<file path="src/hdl/lz_control_byte_decompressor_unit_macros.svh">
// Assertion macros for the control-byte LZ decompressor.
// Used by the top level only; expects clk_i and rst_ni in scope.
`ifndef LZ_CONTROL_BYTE_DECOMPRESSOR_UNIT_MACROS_SVH
`define LZ_CONTROL_BYTE_DECOMPRESSOR_UNIT_MACROS_SVH

// Implication checked on the same edge.
`define LZCD_ASSERT_NOW(lbl, ante, cons, msg) \
  lbl: assert property (@(posedge clk_i) disable iff (!rst_ni) (ante) |-> (cons)) \
    else $error(msg);

// Implication checked on the following edge.
`define LZCD_ASSERT_NEXT(lbl, ante, cons, msg) \
  lbl: assert property (@(posedge clk_i) disable iff (!rst_ni) (ante) |=> (cons)) \
    else $error(msg);

`endif

</file>
<file path="src/hdl/lzcd_pkg.sv">
// Shared constants and controller/datapath interface types for the
// control-byte LZ decompressor. No dependencies.
`default_nettype none
package lzcd_pkg;

  localparam int unsigned WindowDepth    = 4096;
  localparam int unsigned WinAw          = $clog2(WindowDepth);
  localparam int unsigned BytesPerResult = 8;
  localparam int unsigned SizeW          = 24;
  localparam int unsigned LenW           = 9;
  localparam int unsigned CntW           = 4;
  localparam int unsigned CfgIdxW        = 2;

  localparam logic [CfgIdxW-1:0] RegRawSize = 2'd0;
  localparam logic [CfgIdxW-1:0] RegCheck   = 2'd1;

  localparam logic [1:0] StRunning    = 2'd0;
  localparam logic [1:0] StOk         = 2'd1;
  localparam logic [1:0] StCorrupt    = 2'd2;
  localparam logic [1:0] StIncomplete = 2'd3;

  localparam logic [3:0] LenMask  = 4'hf;
  localparam logic [8:0] LenBias  = 9'd3;
  localparam logic [8:0] LenLong  = 9'd18;

  typedef struct packed {
    logic       latch_in;
    logic       load_flags;
    logic       load_tag0;
    logic       load_tag1;
    logic       add_len;
    logic       next_flag;
    logic       set_err;
    logic       load_remain;
    logic       push_lit;
    logic       mem_rd;
    logic       push_rd;
    logic       emit;
    logic       emit_final;
    logic [1:0] status;
    logic       clear_stream;
  } cmd_t;

  typedef struct packed {
    logic full;
    logic flag0;
    logic flags_last;
    logic len_long;
    logic off_bad;
    logic remain_zero;
    logic pack_full;
    logic out_free;
    logic err;
    logic size_mismatch;
    logic check;
    logic last;
  } sts_t;

endpackage
`default_nettype wire

</file>
<file path="src/hdl/lzcd_ctrl.sv">
// Controller: decode phase and per-transaction sequencing of the datapath.
// Depends on lzcd_pkg.
`default_nettype none
module lzcd_ctrl (
  input  wire logic           clk_i,
  input  wire logic           rst_ni,
  input  wire logic           in_valid_i,
  output logic                in_stall_o,
  input  wire lzcd_pkg::sts_t sts_i,
  output lzcd_pkg::cmd_t      cmd_o
);
  import lzcd_pkg::*;

  typedef enum logic [2:0] {
    S_IDLE, S_DECODE, S_MCHK, S_MRD, S_MWR, S_FLUSH, S_FINISH
  } state_e;

  typedef enum logic [2:0] {
    PH_CONTROL, PH_ITEM, PH_TAG1, PH_TAG2, PH_SURPLUS
  } phase_e;

  state_e state_q, state_d;
  phase_e phase_q, phase_d;
  phase_e after_flag;
  logic   corrupt;

  assign in_stall_o = state_q != S_IDLE;
  assign after_flag = sts_i.flags_last ? PH_CONTROL : PH_ITEM;
  assign corrupt    = sts_i.err || phase_q == PH_TAG1 || phase_q == PH_TAG2;

  always_comb begin
    state_d = state_q;
    phase_d = phase_q;
    cmd_o   = '0;
    cmd_o.latch_in = (state_q == S_IDLE) && in_valid_i;
    case (state_q)
      S_IDLE: begin
        if (in_valid_i) begin
          state_d = S_DECODE;
        end
      end
      S_DECODE: begin
        state_d = S_FINISH;
        if (!sts_i.err) begin
          case (phase_q)
            PH_CONTROL: begin
              if (sts_i.full) begin
                phase_d = PH_SURPLUS;
              end else begin
                cmd_o.load_flags = 1'b1;
                phase_d = PH_ITEM;
              end
            end
            PH_ITEM: begin
              if (sts_i.full) begin
                phase_d = PH_SURPLUS;
              end else if (sts_i.flag0) begin
                cmd_o.load_tag0 = 1'b1;
                phase_d = PH_TAG1;
              end else begin
                cmd_o.push_lit  = 1'b1;
                cmd_o.next_flag = 1'b1;
                phase_d = after_flag;
              end
            end
            PH_TAG1: begin
              cmd_o.load_tag1 = 1'b1;
              if (sts_i.len_long) begin
                phase_d = PH_TAG2;
              end else begin
                state_d = S_MCHK;
              end
            end
            PH_TAG2: begin
              cmd_o.add_len = 1'b1;
              state_d = S_MCHK;
            end
            default: phase_d = PH_SURPLUS;
          endcase
        end
      end
      S_MCHK: begin
        if (sts_i.off_bad) begin
          cmd_o.set_err = 1'b1;
          state_d = S_FINISH;
        end else begin
          cmd_o.load_remain = 1'b1;
          state_d = S_MRD;
        end
      end
      S_MRD: begin
        if (sts_i.remain_zero) begin
          cmd_o.next_flag = 1'b1;
          phase_d = after_flag;
          state_d = S_FINISH;
        end else if (sts_i.pack_full) begin
          state_d = S_FLUSH;
        end else begin
          cmd_o.mem_rd = 1'b1;
          state_d = S_MWR;
        end
      end
      S_MWR: begin
        cmd_o.push_rd = 1'b1;
        state_d = S_MRD;
      end
      S_FLUSH: begin
        if (sts_i.out_free) begin
          cmd_o.emit = 1'b1;
          state_d = S_MRD;
        end
      end
      S_FINISH: begin
        if (sts_i.out_free) begin
          cmd_o.emit       = 1'b1;
          cmd_o.emit_final = 1'b1;
          if (sts_i.last) begin
            if (corrupt) begin
              cmd_o.status = StCorrupt;
            end else if (sts_i.check && (sts_i.size_mismatch || phase_q == PH_SURPLUS)) begin
              cmd_o.status = StIncomplete;
            end else begin
              cmd_o.status = StOk;
            end
            cmd_o.clear_stream = 1'b1;
            phase_d = PH_CONTROL;
          end else begin
            cmd_o.status = StRunning;
          end
          state_d = S_IDLE;
        end
      end
      default: state_d = S_IDLE;
    endcase
  end

  always_ff @(posedge clk_i or negedge rst_ni) begin
    if (!rst_ni) begin
      state_q <= S_IDLE;
      phase_q <= PH_CONTROL;
    end else begin
      state_q <= state_d;
      phase_q <= phase_d;
    end
  end

endmodule
`default_nettype wire

</file>
<file path="config.mk">
export PLATFORM = sky130hd
export DESIGN_NAME = lzcd_ctrl
export DESIGN_NICKNAME = d
export VERILOG_FILES = /design/src/hdl/lz_control_byte_decompressor_unit_macros.svh /design/src/hdl/lzcd_pkg.sv /design/src/hdl/lzcd_ctrl.sv
export SDC_FILE = /design/constraint.sdc
export NUM_CORES = 1
export LEC_CHECK = 0
export BUFFER_PORTS_ARGS = -buffer_cell sky130_fd_sc_hd__buf_4
export CAP_MARGIN = 20
export CORE_MARGIN = 2
export CORE_UTILIZATION = 45
export DETAILED_ROUTE_END_ITERATION = 10
export PLACE_DENSITY = 0.8
export SYNTH_ARGS = -nofsm -noshare
export SYNTH_HDL_FRONTEND = slang
export SYNTH_SLANG_ARGS = --single-unit
</file>
<file path="constraint.sdc">
create_clock -name clk_i -period 2.7 [get_ports clk_i]
set_clock_uncertainty 0.1 [all_clocks]
set_input_delay 0.135 -clock clk_i [delete_from_list [all_inputs] [get_ports clk_i]]
set_output_delay 0.135 -clock clk_i [all_outputs]
set_load 0.02 [all_outputs]
</file>
==> results.md <==
Status:
- The flow ran to the end, and the final reports show no timing, DRC or antenna violations.

Timing:
- The maximum achievable frequency is 465 MHz.
- The final number of max-transition violations came to 0.
- Setup repair after global routing left no endpoint under its margin.
- Headroom to the max-slew limit came out at 68.9%.
- Setup violations remaining at the end of the flow were counted as 0.
- Of the available clock period, the critical path in the final layout requires 79.6%.
- Counting I/O delays and the setup requirement, the final critical path takes 2.15 ns.
- After layout, the worst setup slack is 0.550 ns.
- The count of final hold-check violations came to 0.
- For the pin with the worst max-slew slack, the measured transition is 0.466 ns.
- After routing, the total negative slack on setup checks comes to 0 ns.

Yosys:
- By area the synthesized netlist is led by dfrtp_1 (25%), nor2_1 (5.6%), nor2b_1 (5.2%), a21oi_1 (5.0%), a211o_1 (4.4%).
- The flip-flop and latch count after synthesis is 6.
- After Yosys synthesis, full adders, half adders and majority gates account for 0% of the synthesized area.
- The number of nets in the synthesized netlist is 98.
- The share of synthesized area in the top cell type comes to 25.0%.
- The mux cell area share after synthesis is 1.67%.
- The xor-xnor portion of the synthesized cell area is 0%.
- The average cell area after synthesis is 7.24 um2.
- The dominant combinational cell family by area after synthesis is simple AND/OR/NAND/NOR gates.
- Summing the areas of all compound-gate instances in the mapped netlist gives 24.0% of the synthesized area.
- The share of synthesized area occupied by flip-flops and latches is 25.0%.
- The area fraction in and, or, nand and nor cells after synthesis is 42.1%.
- The number of distinct library cells after synthesis is 34.
- The total of warnings raised by yosys is 0.
- Summed over all instances, the cell type with the most area after synthesis is dfrtp_1.
- The synthesized netlist occupies a cell area of 601 um2.
- The number of standard cells after synthesis is 83.

Critical path:
- The most critical setup path has its startpoint at state_q[2].
- The count of buffering cells on the critical path with inverters included is 1.
- STA classifies the critical path endpoint as an output port.
- Along the worst path, the maximum fanout reaches 13.
- Traced cell by cell, the critical path runs through and2b_1, nand4b_1, nor4_1, a31o_2, buf_4.
- The family with the most delay on the worst path is simple AND/OR/NAND/NOR gates.
- The critical path's largest stage delay is 0.49 ns.
- Setup slack on the worst reg-to-reg path comes out at 0.90 ns.
- The launching point of the worst reg2reg path is state_q[1].
- At the worst endpoint, the required time is 2.47 ns.
- On the critical path, the stage with the largest delay is an instance of dfrtp_1.
- The nature of the critical path startpoint is a flop.
- The arrival time of data at the critical path endpoint is 1.92 ns.
- The setup path with the least slack is of type reg2out.

Placement:
- The wire-length estimate of the detail-placed layout is 1210 um.
- The number of I/O port buffers is 31.
- The final weighted congestion in routability-driven placement is 0.844.
- The worst slack after detailed placement is 0.811 ns.
- After detailed placement, the design holds a cell count of 125.
- The post-detailed-placement cell area is 831 um2.

Final layout:
- 0 antenna diodes ended up in the layout.
- The final non-filler cell area is 863 um2.
- The net count of the finished layout is 131.
- The synthesis-to-layout area growth is 43.8%.
- Cells fill 68.0% of the core in the end.
- The number of cells in the finished layout apart from fillers is 129.
- The final-layout fill cell count is 125.
- The combined flip-flop and latch cell area is 150 um2.
- The combined area of the multi-input logic cells is 407 um2.
- In the final layout, the share of cells above drive strength 1 is 35.1%.

Pwr:
- In this run the power spent charging and discharging nets is 368 uW.
- The proportion of power drawn by combinational gates is 58.8%.
- In this run, flip-flops and latches consume 31.4% of the power.
- In this run, the clock network consumes 9.9% of the power.
- The switching fraction of total power is 47.4%.
- VDD sags by at most 650 uV.
- The internal power contribution is 407 uW.
- The total leakage power is 0.000421 uW.
- The power density over the cells is 898 nW/um2.

Global route:
- The total routing resource utilization after global routing is 20.0%.
- Entering global routing, the biggest net connects 17 pins.
- The global route total overflow is 0.
- The met3 track demand over resource in global routing is 3.33%.
- For this run, global-route usage on met2 was measured as 31.3%.
- The first global-routing pass estimated 2150 um of wire.
- The global routing usage on met1 is 26.1%.
- The layer with the highest usage is met2.
- The number of antenna violations at the first check in global routing was 0.
- The via count of the first global-routing pass was 552.

Route:
- The detailed router placed 689 vias in this run.
- The number of antenna-violating nets in the routed design is 0.
- For this block, the initial DRC count from the detailed router was 18.
- The first detailed-routing pass took 4 iterations.
- After detailed routing, the number of remaining DRC violations is 0.
- The via-per-instance ratio is 5.34.
- The final layout contains routed wiring with a total length of 1470 um.
- In the final routed layout, each cell accounts on average for 11.4 um.

Min path:
- The min-delay analysis places its worst path in the category in2reg.
- The worst hold path begins at in_valid_i.

Floorplan:
- The vertical die dimension is 40.5 um.
- The die covers 1640 um2.
- The initial cell density of the core is 47.3%.
- The horizontal extent of the die is 40.5 um.
- The core region area is 1270 um2.
- The number of cell rows is 13.
- In this run the count of I/O pins placed on the die edge is 32.

Clocking:
- The tree is rooted in a clkbuf_4.
- The depth of the CTS H-tree is 1.
- The number of buffers inserted for hold repair after clock tree synthesis is 1.
- The post-cts gate resize count is 0.
- The clock insertion delay at the later pin of the skew report is 0.24 ns.
- Clock tree synthesis found a total of 6 sinks.
- The buffer count from post-CTS setup fixing is 0.
- Clock-pin slew was measured on the worst setup and hold paths at 0.04 ns.
- No sink is reached through more buffers than the 2 on the longest clock path.
- The CTS buffer count is 3.
- TritonCTS built the clock tree.

Job:
- The number of max-capacitance violations reported is 0.
[power groups by stage]
stage                     registers [uW]  logic [uW]  clock network (uW)
after CTS                            241         458                82.2
final                                243         455                76.4
after detailed placement             242         455                   0
after global routing                 258         504                84.3
after global placement               243         449                   0
after floorplan                      173         399                   0
[cells in the mapped netlist]
cell type	number
o21ai_1	1
o21a_1	1
a31o_2	1
a31oi_1	1
nand3_1	1
clkbuf_1	1
o22ai_1	1
o211a_1	1
nand2_1	6
a2111oi_0	1
nor2b_1	5
dfrtp_1	6
mux2i_1	1
buf_4	1
buf_2	2
nor3b_1	2
and2b_1	1
a211o_1	3
and2_4	1
nor3_1	5
nand2b_2	1
nand4b_1	2
or3_1	1
nor2_1	9
nor2_4	1
nand3b_1	2
nand2b_1	3
and3_1	1
o22a_2	1
o21ai_0	5
and3_2	1
inv_1	6
nor4_1	2
a21oi_1	6
[area by class of cell]
cell class	instances	area share (%)
sequential	6	17.4
timing repair buffer	32	28.1
multi-input combinational	67	47.1
tap	15	2.17
clock buffer	3	2.61
inverter	6	2.61
[state kept, by name, indices dropped and copies added (netlist names)]
name and count:
state_q 3, phase_q 3
[tightest hold or removal path, stage by stage]
cell     delay, ns
buf_4         0.09
a21oi_1       0.05
o21ai_0       0.14
[kinds of logic (layout without fill, tap and decap cells)]
family          after synthesis  after routing
flops                         6              6
mux                           1              1
simple gates                 44             44
compound gates               22             22
buf+inv                      10             41
[metrics by stage]
| stage | power [uW] | hold WS (ns) |
|---|---|---|
| after floorplan | 572 | -0.261 |
| after global placement | 692 | -0.158 |
| after detailed placement | 697 | -0.158 |
| after CTS | 782 | 0.120 |
| after global routing | 846 | 0.151 |
| final | 775 | 0.122 |
[worst paths after layout]
check,to,cells after the start
setup / recovery,cmd_o[10],5
hold / removal,state_q[0],3
setup reg to reg,phase_q[1],5
hold reg to reg,phase_q[2],1
max in group asynchronous,state_q[2],2
min in group asynchronous,phase_q[0],2
[per-layer routing]
metal  vias to the layer above  wire [um]
met5                         -          0
met4                         0          0
met3                         0         87
met2                        17        687
met1                       313        698
li1                        359          -
[cell usage in the layout (no fill, tap or decap), drive strengths merged]
master	count
buf	31
nor2	10
inv	6
nand2	6
a21oi	6
dfrtp	6
o21ai	6
nor2b	5
nor3	5
nand2b	4
a211o	3
clkbuf	3
nand4b	2
nor3b	2
nor4	2
nand3b	2
and3	2
or3	1
and2b	1
nand3	1
a31o	1
and2	1
o22a	1
o22ai	1
o21a	1
a2111oi	1
a31oi	1
mux2i	1
o211a	1
dlygate4sd3	1
(Power assumes the default switching activity.)
